`config.mk`:
```
export PLATFORM = sky130hd
export DESIGN_NAME = morse_keyer_envelope_top
export DESIGN_NICKNAME = d
export VERILOG_FILES = /design/src/rtl/core/mke_pkg.sv /design/src/rtl/core/mke_queue.sv /design/src/rtl/core/mke_keyer.sv /design/src/rtl/core/morse_keyer_envelope_top.sv
export SDC_FILE = /design/constraint.sdc
export NUM_CORES = 2
export LEC_CHECK = 0
export ABC_AREA = 0
export ABC_CLOCK_PERIOD_IN_PS = 8000
export BUFFER_PORTS_ARGS = -buffer_cell sky130_fd_sc_hd__buf_2
export CAP_MARGIN = 40
export CORE_MARGIN = 5
export CORE_UTILIZATION = 50
export DETAILED_ROUTE_END_ITERATION = 6
export PLACE_DENSITY = 0.66
export SLEW_MARGIN = 40
export SYNTH_ARGS = -nofsm -noshare
export SYNTH_HDL_FRONTEND = slang
export SYNTH_SLANG_ARGS = --single-unit
```
`constraint.sdc`:
```
create_clock -name clk -period 8 [get_ports clk]
set_input_delay 0.4 -clock clk [delete_from_list [all_inputs] [get_ports clk]]
set_output_delay 0.4 -clock clk [all_outputs]
set_load 0.05 [all_outputs]
```
`src/rtl/core/mke_pkg.sv`:
```
// Shared types, constants and the character decode table for the Morse keyer.
// Used by mke_queue, mke_keyer and morse_keyer_envelope_top; no dependencies.
`timescale 1ns / 1ps
`default_nettype none

package mke_pkg;

	// Character queue geometry.
	localparam int QUEUE_DEPTH = 64;
	localparam int PTR_W       = (QUEUE_DEPTH > 1) ? $clog2(QUEUE_DEPTH) : 1;
	localparam int CNT_W       = $clog2(QUEUE_DEPTH + 1);

	// Field widths.
	localparam int UNIT_W = 20;
	localparam int LEN_W  = 23;
	localparam int LVL_W  = 16;
	localparam int CFG_W  = 20;

	// Reset values of the configuration registers.
	localparam logic [UNIT_W-1:0] UNIT_RST  = UNIT_W'(1440);
	localparam logic [LVL_W-1:0]  RAMP_RST  = LVL_W'(273);
	localparam logic [LVL_W-1:0]  PHASE_RST = LVL_W'(820);

	localparam logic [7:0] CHAR_SPACE = 8'h20;

	// Configuration register indexes.
	typedef enum logic [1:0] {
		REG_UNIT_SAMPLES = 2'd0,
		REG_RAMP_STEP    = 2'd1,
		REG_PHASE_STEP   = 2'd2,
		REG_MUTE         = 2'd3
	} reg_idx_t;

	// Kind of the symbol being played.
	typedef enum logic [2:0] {
		KIND_IDLE     = 3'd0,
		KIND_DIT      = 3'd1,
		KIND_DAH      = 3'd2,
		KIND_ELEM_GAP = 3'd3,
		KIND_CHAR_GAP = 3'd4,
		KIND_WORD_GAP = 3'd5
	} kind_t;

	// One queue entry, decoded at enqueue time.
	typedef struct packed {
		logic       is_space;
		logic       known;
		logic [2:0] len;
		logic [5:0] pat;
		logic [7:0] ch;
	} qent_t;

	// Queue status seen by the keyer.
	typedef struct packed {
		logic nonempty;
		logic full;
	} qstat_t;

	// Timing configuration with the derived unit multiples.
	typedef struct packed {
		logic [UNIT_W-1:0] unit;
		logic [LEN_W-1:0]  unit3;
		logic [LEN_W-1:0]  unit7;
		logic [LVL_W-1:0]  ramp_step;
		logic [LVL_W-1:0]  phase_step;
	} cfg_t;

	// One result.
	typedef struct packed {
		logic             key_down;
		logic [LVL_W-1:0] envelope;
		logic [LVL_W-1:0] tone_phase;
		logic             char_start;
		logic [7:0]       char_sent;
		logic             idle_start;
		logic             dropped;
	} res_t;

	// Uppercase a character and look up its dit/dah pattern.
	// Pattern bit i set means element i (first sent is bit 0) is a dah.
	function automatic qent_t decode_char(input logic [7:0] c);
		qent_t      e;
		logic [7:0] u;
		u = c;
		if (c inside {[8'h61:8'h7A]}) begin
			u = c - 8'h20;
		end
		e.is_space = (c == CHAR_SPACE);
		e.known    = 1'b1;
		e.ch       = u;
		e.len      = 3'd0;
		e.pat      = 6'h00;
		case (u)
			8'h41: begin e.len = 3'd2; e.pat = 6'h02; end // A
			8'h42: begin e.len = 3'd4; e.pat = 6'h01; end // B
			8'h43: begin e.len = 3'd4; e.pat = 6'h05; end // C
			8'h44: begin e.len = 3'd3; e.pat = 6'h01; end // D
			8'h45: begin e.len = 3'd1; e.pat = 6'h00; end // E
			8'h46: begin e.len = 3'd4; e.pat = 6'h04; end // F
			8'h47: begin e.len = 3'd3; e.pat = 6'h03; end // G
			8'h48: begin e.len = 3'd4; e.pat = 6'h00; end // H
			8'h49: begin e.len = 3'd2; e.pat = 6'h00; end // I
			8'h4A: begin e.len = 3'd4; e.pat = 6'h0E; end // J
			8'h4B: begin e.len = 3'd3; e.pat = 6'h05; end // K
			8'h4C: begin e.len = 3'd4; e.pat = 6'h02; end // L
			8'h4D: begin e.len = 3'd2; e.pat = 6'h03; end // M
			8'h4E: begin e.len = 3'd2; e.pat = 6'h01; end // N
			8'h4F: begin e.len = 3'd3; e.pat = 6'h07; end // O
			8'h50: begin e.len = 3'd4; e.pat = 6'h06; end // P
			8'h51: begin e.len = 3'd4; e.pat = 6'h0B; end // Q
			8'h52: begin e.len = 3'd3; e.pat = 6'h02; end // R
			8'h53: begin e.len = 3'd3; e.pat = 6'h00; end // S
			8'h54: begin e.len = 3'd1; e.pat = 6'h01; end // T
			8'h55: begin e.len = 3'd3; e.pat = 6'h04; end // U
			8'h56: begin e.len = 3'd4; e.pat = 6'h08; end // V
			8'h57: begin e.len = 3'd3; e.pat = 6'h06; end // W
			8'h58: begin e.len = 3'd4; e.pat = 6'h09; end // X
			8'h59: begin e.len = 3'd4; e.pat = 6'h0D; end // Y
			8'h5A: begin e.len = 3'd4; e.pat = 6'h03; end // Z
			8'h30: begin e.len = 3'd5; e.pat = 6'h1F; end // 0
			8'h31: begin e.len = 3'd5; e.pat = 6'h1E; end // 1
			8'h32: begin e.len = 3'd5; e.pat = 6'h1C; end // 2
			8'h33: begin e.len = 3'd5; e.pat = 6'h18; end // 3
			8'h34: begin e.len = 3'd5; e.pat = 6'h10; end // 4
			8'h35: begin e.len = 3'd5; e.pat = 6'h00; end // 5
			8'h36: begin e.len = 3'd5; e.pat = 6'h01; end // 6
			8'h37: begin e.len = 3'd5; e.pat = 6'h03; end // 7
			8'h38: begin e.len = 3'd5; e.pat = 6'h07; end // 8
			8'h39: begin e.len = 3'd5; e.pat = 6'h0F; end // 9
			8'h2E: begin e.len = 3'd6; e.pat = 6'h2A; end // full stop
			8'h2C: begin e.len = 3'd6; e.pat = 6'h33; end // comma
			8'h3F: begin e.len = 3'd6; e.pat = 6'h0C; end // question mark
			8'h2F: begin e.len = 3'd5; e.pat = 6'h09; end // slash
			8'h3D: begin e.len = 3'd5; e.pat = 6'h11; end // equals
			8'h2B: begin e.len = 3'd5; e.pat = 6'h0A; end // plus
			8'h2D: begin e.len = 3'd6; e.pat = 6'h21; end // hyphen
			default: begin e.known = 1'b0; end
		endcase
		return e;
	endfunction

endpackage

`default_nettype wire

```
`src/rtl/core/mke_queue.sv`:
```
// Character queue: decoded entries in a synchronous memory with a look-ahead head register.
// Depends on mke_pkg.
`timescale 1ns / 1ps
`default_nettype none

module mke_queue (
	input  wire              clk,
	input  wire              arst_n,
	input  wire              push,
	input  wire  [7:0]       push_char,
	input  wire              pop,
	output mke_pkg::qent_t   head,
	output mke_pkg::qstat_t  qstat
);
	import mke_pkg::*;

	qent_t            mem_q [QUEUE_DEPTH];
	qent_t            head_q;
	qent_t            wdata;
	logic [PTR_W-1:0] rd_ptr_q;
	logic [PTR_W-1:0] wr_ptr_q;
	logic [PTR_W-1:0] rd_ptr_inc;
	logic [PTR_W-1:0] wr_ptr_inc;
	logic [PTR_W-1:0] rd_addr;
	logic [CNT_W-1:0] count_q;
	logic             full;
	logic             wr;

	assign full  = (count_q == CNT_W'(QUEUE_DEPTH));
	assign wr    = push && !full;
	assign wdata = decode_char(push_char);

	// Pointer increments wrap at the queue depth.
	assign rd_ptr_inc = (rd_ptr_q == PTR_W'(QUEUE_DEPTH - 1)) ? '0 : rd_ptr_q + PTR_W'(1);
	assign wr_ptr_inc = (wr_ptr_q == PTR_W'(QUEUE_DEPTH - 1)) ? '0 : wr_ptr_q + PTR_W'(1);

	// Read ahead at the pointer that will be the head after this edge.
	assign rd_addr = pop ? rd_ptr_inc : rd_ptr_q;

	// Pointers and fill count.
	always_ff @(posedge clk or negedge arst_n) begin
		if (!arst_n) begin
			rd_ptr_q <= '0;
			wr_ptr_q <= '0;
			count_q  <= '0;
		end else begin
			if (wr) begin
				wr_ptr_q <= wr_ptr_inc;
			end
			if (pop) begin
				rd_ptr_q <= rd_ptr_inc;
			end
			if (wr && !pop) begin
				count_q <= count_q + CNT_W'(1);
			end else if (pop && !wr) begin
				count_q <= count_q - CNT_W'(1);
			end
		end
	end

	// Memory write, and registered read with forwarding of a write to the entry being read.
	always_ff @(posedge clk) begin
		if (wr) begin
			mem_q[wr_ptr_q] <= wdata;
		end
		if (wr && (wr_ptr_q == rd_addr)) begin
			head_q <= wdata;
		end else begin
			head_q <= mem_q[rd_addr];
		end
	end

	assign head           = head_q;
	assign qstat.nonempty = (count_q != '0);
	assign qstat.full     = full;

endmodule

`default_nettype wire

```
`src/rtl/core/mke_keyer.sv`:
```
// Symbol sequencer, envelope ramp and tone phase accumulator, advanced once per tick.
// Depends on mke_pkg; takes its characters from mke_queue.
`timescale 1ns / 1ps
`default_nettype none

module mke_keyer (
	input  wire              clk,
	input  wire              arst_n,
	input  wire              tick,
	input  mke_pkg::cfg_t    cfg,
	input  mke_pkg::qent_t   head,
	input  mke_pkg::qstat_t  qstat,
	output logic             pop,
	output mke_pkg::res_t    res
);
	import mke_pkg::*;

	logic [5:0]       code_pattern_q;
	logic [2:0]       code_length_q;
	logic [3:0]       symbol_index_q;
	kind_t            symbol_kind_q;
	logic [LEN_W-1:0] symbol_length_q;
	logic [LEN_W-1:0] sample_count_q;
	logic [LVL_W-1:0] envelope_q;
	logic [LVL_W-1:0] phase_q;

	logic             fetch;
	logic             exhausted;
	logic             pop_c;
	logic             cs;
	logic [7:0]       sent;
	logic             idle;
	logic [5:0]       pat_n;
	logic [2:0]       len_n;
	logic [3:0]       idx_n;
	logic [3:0]       idx_inc;
	logic [7:0]       pat_ext;
	kind_t            kind_n;
	logic [LEN_W-1:0] kind_len;
	logic [LEN_W-1:0] slen_n;
	logic [LEN_W-1:0] sc_inc;
	logic [LEN_W-1:0] sc_n;
	logic             key;
	logic [LVL_W:0]   env_sum;
	logic [LVL_W-1:0] env_n;
	logic [LVL_W-1:0] ph_n;

	assign fetch     = (sample_count_q == '0);
	assign exhausted = (symbol_index_q >= {code_length_q, 1'b0});
	assign idx_inc   = symbol_index_q + 4'd1;
	assign pat_ext   = {2'b00, code_pattern_q};

	// Next symbol: a new character from the queue, or the next element or gap of this one.
	always_comb begin
		pop_c  = 1'b0;
		cs     = 1'b0;
		sent   = 8'h00;
		idle   = 1'b0;
		len_n  = code_length_q;
		pat_n  = code_pattern_q;
		idx_n  = symbol_index_q;
		kind_n = symbol_kind_q;
		if (fetch) begin
			if (exhausted) begin
				len_n  = 3'd0;
				pat_n  = 6'h00;
				idx_n  = 4'd1;
				kind_n = KIND_IDLE;
				if (qstat.nonempty) begin
					pop_c = 1'b1;
					if (head.is_space) begin
						kind_n = KIND_WORD_GAP;
						cs     = 1'b1;
						sent   = head.ch;
					end else if (head.known) begin
						len_n  = head.len;
						pat_n  = head.pat;
						cs     = 1'b1;
						sent   = head.ch;
						kind_n = head.pat[0] ? KIND_DAH : KIND_DIT;
					end
				end else begin
					idle = 1'b1;
				end
			end else begin
				idx_n = idx_inc;
				if (symbol_index_q[0]) begin
					kind_n = (idx_inc == {code_length_q, 1'b0}) ? KIND_CHAR_GAP : KIND_ELEM_GAP;
				end else begin
					kind_n = pat_ext[symbol_index_q[3:1]] ? KIND_DAH : KIND_DIT;
				end
			end
		end
	end

	// Length of the symbol in samples.
	always_comb begin
		case (kind_n)
			KIND_DAH, KIND_CHAR_GAP: kind_len = cfg.unit3;
			KIND_WORD_GAP:           kind_len = cfg.unit7;
			default:                 kind_len = {{(LEN_W-UNIT_W){1'b0}}, cfg.unit};
		endcase
	end

	assign slen_n = fetch ? kind_len : symbol_length_q;
	assign sc_inc = sample_count_q + LEN_W'(1);
	assign sc_n   = (sc_inc >= slen_n) ? '0 : sc_inc;
	assign key    = (kind_n == KIND_DIT) || (kind_n == KIND_DAH);

	// Linear ramp with saturation at full scale and at zero.
	assign env_sum = {1'b0, envelope_q} + {1'b0, cfg.ramp_step};
	always_comb begin
		if (key) begin
			env_n = env_sum[LVL_W] ? {LVL_W{1'b1}} : env_sum[LVL_W-1:0];
		end else if (envelope_q > cfg.ramp_step) begin
			env_n = envelope_q - cfg.ramp_step;
		end else begin
			env_n = '0;
		end
	end

	// The tone phase only runs while the envelope is open.
	assign ph_n = (env_n != '0) ? phase_q + cfg.phase_step : phase_q;

	// Keyer state registers.
	always_ff @(posedge clk or negedge arst_n) begin
		if (!arst_n) begin
			code_pattern_q  <= '0;
			code_length_q   <= '0;
			symbol_index_q  <= '0;
			symbol_kind_q   <= KIND_IDLE;
			symbol_length_q <= LEN_W'(1);
			sample_count_q  <= '0;
			envelope_q      <= '0;
			phase_q         <= '0;
		end else if (tick) begin
			code_pattern_q  <= pat_n;
			code_length_q   <= len_n;
			symbol_index_q  <= idx_n;
			symbol_kind_q   <= kind_n;
			symbol_length_q <= slen_n;
			sample_count_q  <= sc_n;
			envelope_q      <= env_n;
			phase_q         <= ph_n;
		end
	end

	assign pop            = tick && pop_c;
	assign res.key_down   = key;
	assign res.envelope   = env_n;
	assign res.tone_phase = ph_n;
	assign res.char_start = cs;
	assign res.char_sent  = sent;
	assign res.idle_start = idle;
	assign res.dropped    = 1'b0;

endmodule

`default_nettype wire

```
`src/rtl/core/morse_keyer_envelope_top.sv`:
```
// Morse keyer top level: each accepted request gives one result through a registered output stage.
// Throughput one request per cycle while in_stall is low; a two-entry output stage lets requests keep
// entering while a result waits, so stall rises only when both entries are full.
// The queue head is read ahead from the character memory through one registered read port.
// Asynchronous active-low reset empties the queue, loads the default timing and idles the keyer.
// Depends on mke_pkg, mke_queue and mke_keyer.
`timescale 1ns / 1ps
`default_nettype none

module morse_keyer_envelope_top (
	input  wire                        clk,
	input  wire                        arst_n,
	input  wire                        in_valid,
	output logic                       in_stall,
	input  wire                        mode,
	input  wire  [7:0]                 char_code,
	output logic                       out_valid,
	input  wire                        out_stall,
	output logic                       key_down,
	output logic [15:0]                envelope,
	output logic [15:0]                tone_phase,
	output logic                       char_start,
	output logic [7:0]                 char_sent,
	output logic                       idle_start,
	output logic                       dropped,
	input  wire                        cfg_we,
	input  wire  [1:0]                 cfg_index,
	input  wire  [mke_pkg::CFG_W-1:0]  cfg_data
);
	import mke_pkg::*;

	cfg_t             cfg_q;
	logic             mute_q;
	logic [UNIT_W-1:0] cfg_unit;

	logic   acc_in;
	logic   tick_go;
	logic   push;
	logic   pop;
	qent_t  head;
	qstat_t qstat;
	res_t   kres;
	res_t   res;
	res_t   out_q;
	res_t   skid_q;
	logic   out_valid_q;
	logic   skid_valid_q;
	logic   out_fire;

	assign cfg_unit = cfg_data[UNIT_W-1:0];

	// Configuration registers; the unit multiples are formed as the unit is written.
	always_ff @(posedge clk or negedge arst_n) begin
		if (!arst_n) begin
			cfg_q.unit       <= UNIT_RST;
			cfg_q.unit3      <= LEN_W'(3) * {{(LEN_W-UNIT_W){1'b0}}, UNIT_RST};
			cfg_q.unit7      <= LEN_W'(7) * {{(LEN_W-UNIT_W){1'b0}}, UNIT_RST};
			cfg_q.ramp_step  <= RAMP_RST;
			cfg_q.phase_step <= PHASE_RST;
			mute_q           <= 1'b0;
		end else if (cfg_we) begin
			case (cfg_index)
				REG_UNIT_SAMPLES: begin
					cfg_q.unit  <= cfg_unit;
					cfg_q.unit3 <= {3'b000, cfg_unit} + {2'b00, cfg_unit, 1'b0};
					cfg_q.unit7 <= {cfg_unit, 3'b000} - {3'b000, cfg_unit};
				end
				REG_RAMP_STEP:  cfg_q.ramp_step  <= cfg_data[LVL_W-1:0];
				REG_PHASE_STEP: cfg_q.phase_step <= cfg_data[LVL_W-1:0];
				REG_MUTE:       mute_q           <= cfg_data[0];
				default: ;
			endcase
		end
	end

	assign acc_in  = in_valid && !in_stall;
	assign push    = acc_in && !mode;
	assign tick_go = acc_in && mode && !mute_q;

	mke_queue u_queue (
		.clk       (clk),
		.arst_n    (arst_n),
		.push      (push),
		.push_char (char_code),
		.pop       (pop),
		.head      (head),
		.qstat     (qstat)
	);

	mke_keyer u_keyer (
		.clk    (clk),
		.arst_n (arst_n),
		.tick   (tick_go),
		.cfg    (cfg_q),
		.head   (head),
		.qstat  (qstat),
		.pop    (pop),
		.res    (kres)
	);

	// An enqueue reports only a drop; a muted tick reports zeros.
	always_comb begin
		res = '0;
		if (!mode) begin
			res.dropped = qstat.full;
		end else if (!mute_q) begin
			res = kres;
		end
	end

	// Output register with a skid entry behind it.
	assign out_fire = out_valid_q && !out_stall;
	always_ff @(posedge clk or negedge arst_n) begin
		if (!arst_n) begin
			out_valid_q  <= 1'b0;
			skid_valid_q <= 1'b0;
		end else if (!out_valid_q || out_fire) begin
			out_valid_q  <= skid_valid_q || acc_in;
			skid_valid_q <= 1'b0;
		end else if (acc_in) begin
			skid_valid_q <= 1'b1;
		end
	end

	always_ff @(posedge clk) begin
		if (!out_valid_q || out_fire) begin
			out_q <= skid_valid_q ? skid_q : res;
		end else if (acc_in) begin
			skid_q <= res;
		end
	end

	assign in_stall   = skid_valid_q;
	assign out_valid  = out_valid_q;
	assign key_down   = out_q.key_down;
	assign envelope   = out_q.envelope;
	assign tone_phase = out_q.tone_phase;
	assign char_start = out_q.char_start;
	assign char_sent  = out_q.char_sent;
	assign idle_start = out_q.idle_start;
	assign dropped    = out_q.dropped;

	// The skid entry is only ever filled behind a waiting result.
	a_skid_behind_out: assert property (@(posedge clk) disable iff (!arst_n)
		skid_valid_q |-> out_valid_q)
		else $error("skid entry holds a result while the output register is empty");

	// Every accepted request leaves a result waiting at the next edge.
	a_accept_gives_result: assert property (@(posedge clk) disable iff (!arst_n)
		acc_in |=> out_valid_q)
		else $error("accepted request produced no result");

	// The keyer takes a character only from a queue that holds one.
	a_pop_nonempty: assert property (@(posedge clk) disable iff (!arst_n)
		pop |-> (qstat.nonempty && tick_go))
		else $error("queue popped while empty or outside a tick");

	// A character start and an idle start never come together.
	a_start_exclusive: assert property (@(posedge clk) disable iff (!arst_n)
		acc_in |-> !(res.char_start && res.idle_start))
		else $error("character start and idle start in the same result");

endmodule

`default_nettype wire

```
==> implementation parameters <==
Parameter                              Value

Timing
  Worst Clk Skew ... 0.0261 ns
  Final number of hold-violating endpoints ... 0
  Crit path setup slack, layout ... 1.28 ns
  Setup repair after global routing missed its margin ... false
  Min cycle time layout ... 6.72 ns
  Minimum hold slack ... between 0.05 and 0.06 ns
  Setup violations, final ... 0
  Transition at the pin with the smallest max-transition slack ... 0.882 ns
  Period Utilization, post-route ... roughly 84%
  FMAX ... 0.149 GHz
  Number of max-slew violations in the final report ... 0
  Worst rel slew slack ... 41.2%
  TNS Setup ... 0 ns

GRT
  Global routing's busiest layer ... met2
  Overall track demand over capacity in global routing ... a little under a quarter
  Number of global-route vias before repair ... roughly 35000
  Number of antenna violations at the first check in global routing ... 13
  Remaining Overflow, GRT ... 0
  Global-route met2 utilization ... 36.3%
  First-pass GRT wire length ... around 230000 microns
  Pin count of the biggest net entering global routing ... 145
  Met3 layer usage reported by global route ... around 5.7%
  Met1 Usage GRT ... between 30% and 40%

Yosys
  Synthesized net count ... 4063
  Syn. warnings ... 0
  Area of the mapped netlist ... 65100 sq um
  Async set-reset flop share out of synthesis ... between 10% and 20%
  Synth cell types ... 94
  Sequential fraction of the synthesis area ... 68.5%
  Register bit total from synthesis ... 1520
  Post-synthesis area per instance ... 16.7 sq um
  Post-Syn Instances ... 3895
  Number of flops mapped to enable cells by yosys ... 1304
  Top_reg_cell synth ... sky130_fd_sc_hd__edfxtp_1

Detailed routing
  Detailed-route DRC error count ... 0
  Count of routing violations after the opening detailed-route iteration ... 3826
  Count of nets left with antenna violations after detail routing ... 0
  Routed length per instance ... 26.6 microns
  Number of search-and-repair iterations in the first detailed-routing pass ... 7
  DR vias ... approximately 36000
  Total detailed-routing wirelength ... 158000 microns
  Detailed-route vias per instance ... 6.02

Min path
  Tightest Hold Check Type ... input port to register
  Worst Hold Launch ... cfg_data[4]
  Count of cells along the worst hold path ... 3
  Hold path endpoint ... cfg_q[4]

Die
  Number of top-level pins ... between 80 and 90
  Width of the chip ... 371 microns
  Die Ht ... 371 microns
  Std-Cell Core Area ... around 130000 sq um
  Die ar. ... 137000 sq um
  Effective utilization at floorplan ... 50.3%
  Row count ... between 100 and 150

Power and ir drop
  Switching power total ... 7350 uW
  Switching part of the total power ... 31.3%
  Cell-internal power ... 16100 uW
  Sequential power share ... 40.9%
  Worst voltage drop across the vdd grid ... 0.261 mV
  Comb power frac ... 29.4%
  P_leak ... between 0.02 and 0.03 uW
  Power density normalized to cell area ... 318 nW/um^2
  Clock share of power ... 29.8%
  Final Total Pwr ... about 23000 uW

Clock tree
  Clk root buf ... sky130_fd_sc_hd__clkbuf_16
  Num CTS Buffers ... 154
  CTS tree ... built
  TritonCTS sink count ... 1520
  Worst-case clock buffer depth ... 3
  Clock H-tree levels ... 4
  Clock latency on the worst-skew pair ... 0.78 ns
  Quantity of hold-fixing buffers added after cts ... 7
  # Post-CTS Setup Buffers ... 0
  Resize count post-CTS ... 0
  Clk slew on worst S/H paths ... ~0.060 ns

Place
  Pre-CTS worst setup slack ... 1.19 ns
  Standard cell area after detailed placement ... a little under 70000 sq um
  Port Buffer Count ... 81
  Placer Congestion ... 0.869
  Total half-perimeter wirelength after legalization and detailed placement ... 101000 microns

Critical path
  Worst setup EP type ... register
  Crit path max-delay cell type ... sky130_fd_sc_hd__dfxtp_4
  CP Buf/Inv Count ... 3
  Arr. time, crit path ... about 7.4 ns
  Req. time, crit path ... 8.71 ns
  Reg2Reg Depth ... 27
  Worst path top cell family by delay ... compound AO/OA/AOI/OAI gates
  Slack of the worst reg-to-reg path ... around 1.3 ns
  Most repeated library cell on the critical path ... sky130_fd_sc_hd__a21o_1
  Setup Crit Path Kind ... register to register
  Worst path max stage delay ... between 0.8 and 0.9 ns
  R2r endpoint ... u_keyer.sample_count_q[18]
  Crit path max fanout ... 44
  Critical Path Start Type ... register

Cells and area
  Layout cell share with drive strength beyond 1 ... 23.1%
  Net count reported at finish ... 4234
  Leading cell types in the layout, fill and taps excluded ... 1304 x sky130_fd_sc_hd__edfxtp_1, 380 x sky130_fd_sc_hd__mux4_2, 353 x sky130_fd_sc_hd__nand2_1
  Most common library cell in the layout ignoring fill and taps ... sky130_fd_sc_hd__edfxtp_1
  Area added between synthesis and finish ... 13.4%
  Filler instances ... a little under 10000
  Post-route cell area ... 73800 sq um

Run
  Max-cap violation count ... 0

Status
  Result of the run ... complete, no violations
[power by group through the flow]
| stage | registers, uW | clock network, uW | logic [uW] |
|---|---|---|---|
| finish | 9580 | 6990 | 6890 |
| global route | 9640 | 7460 | 7450 |
| CTS | 9620 | 7090 | 6850 |
| detailed placement | 9780 | 0 | 6830 |
| global placement | 9770 | 0 | 6730 |
| floorplan | 9760 | 0 | 4850 |
[how the worst max path moves through the flow]
stage,startpoint,end,slack [ns],depth (start not counted)
floorplan,char_code[4],u_queue.mem_q[0][15],1.12,9
global placement,register,u_keyer.sample_count_q[18],1.21,27
detailed placement,register,u_keyer.sample_count_q[18],1.19,27
CTS,register,u_keyer.sample_count_q[18],1.16,27
global route,register,u_keyer.sample_count_q[17],0.67,27
finish,register,u_keyer.sample_count_q[18],1.28,27
[metal layers]
layer  vias up  routed length, microns
met3       218                   13900
li1      15628                       -
met2      1375                   74900
met4         2                    4000
met1     18536                   65400
met5         -                      13
[cell usage after synthesis (17+ instances only)]
cell type	number	area share, %
sky130_fd_sc_hd__dfstp_2	23	0.93
sky130_fd_sc_hd__and3_1	18	0.17
sky130_fd_sc_hd__nor2_1	223	1.3
sky130_fd_sc_hd__mux2i_1	38	0.58
sky130_fd_sc_hd__a21oi_1	85	0.65
sky130_fd_sc_hd__ha_1	127	2.4
sky130_fd_sc_hd__mux4_2	380	13
sky130_fd_sc_hd__nand2b_1	50	0.48
sky130_fd_sc_hd__o31ai_1	44	0.51
sky130_fd_sc_hd__xnor2_1	66	0.89
sky130_fd_sc_hd__nor3_1	34	0.26
sky130_fd_sc_hd__o21ai_0	193	1.5
sky130_fd_sc_hd__inv_1	102	0.59
sky130_fd_sc_hd__nand3_1	41	0.32
sky130_fd_sc_hd__mux2_2	23	0.40
sky130_fd_sc_hd__a41o_1	18	0.28
sky130_fd_sc_hd__clkbuf_1	143	0.82
sky130_fd_sc_hd__nor2b_1	34	0.33
sky130_fd_sc_hd__edfxtp_1	1304	60
sky130_fd_sc_hd__nand2_1	355	2.0
sky130_fd_sc_hd__dfrtp_1	187	7.2
sky130_fd_sc_hd__buf_1	34	0.20
sky130_fd_sc_hd__a21o_1	28	0.32
sky130_fd_sc_hd__xor2_1	33	0.44
sky130_fd_sc_hd__nand4_1	17	0.16
[final cells by class]
cell class                      count  area (sq um)  share of cell area (%)
Antenna cell                        4          10.0                  0.0136
Clock buffer                      206          4240                    5.74
Clock inverter                     76           646                   0.875
Inverter                          105           397                   0.537
Multi-Input combinational cell   2071         19800                    26.8
Sequential cell                  1520         44600                    60.4
Tap cell                         1742          2180                    2.95
Timing Repair Buffer              214          1980                    2.68
[tightest hold or removal path, cell delays in order]
cell	delay, ns
sky130_fd_sc_hd__buf_2	0.15
sky130_fd_sc_hd__inv_1	0.15
sky130_fd_sc_hd__o21ai_0	0.11
[cell families after synthesis]
logic type | share of synthesized area (%)
XOR/XNOR | 1.37
multiplexers | 14.5
adder cells (fa/ha/maj) | 2.60
AND/OR/NAND/NOR | 6.08
buffers and inverters | 1.89
AO/OA/AOI/OAI | 5.10
flip-flops | 68.5
[through the flow]
step                utilization, %  std cells
finish                        57.0       5938
global route                  57.0       5935
CTS                           56.8       5924
detailed placement            53.0       5635
global placement              52.5       5609
floorplan                        -       3895
[flip-flops by register name (all words and copies together) (netlist names), named ones only]
signal / count
u_keyer.phase_q: 16
dropped: 1
u_queue.mem_q: 1216
u_keyer.envelope_q: 16
u_keyer.symbol_kind_q: 3
tone_phase: 16
key_down: 1
idle_start: 1
mute_q: 1
u_queue.rd_ptr_q: 6
u_keyer.sample_count_q: 23
u_queue.count_q: 7
char_sent: 8
u_keyer.symbol_index_q: 4
u_keyer.code_length_q: 3
envelope: 16
u_keyer.symbol_length_q: 23
u_queue.wr_ptr_q: 6
in_stall: 1
cfg_q: 94
skid_q: 44
out_valid: 1
u_keyer.code_pattern_q: 6
char_start: 1
(Power assumes the default switching activity.)
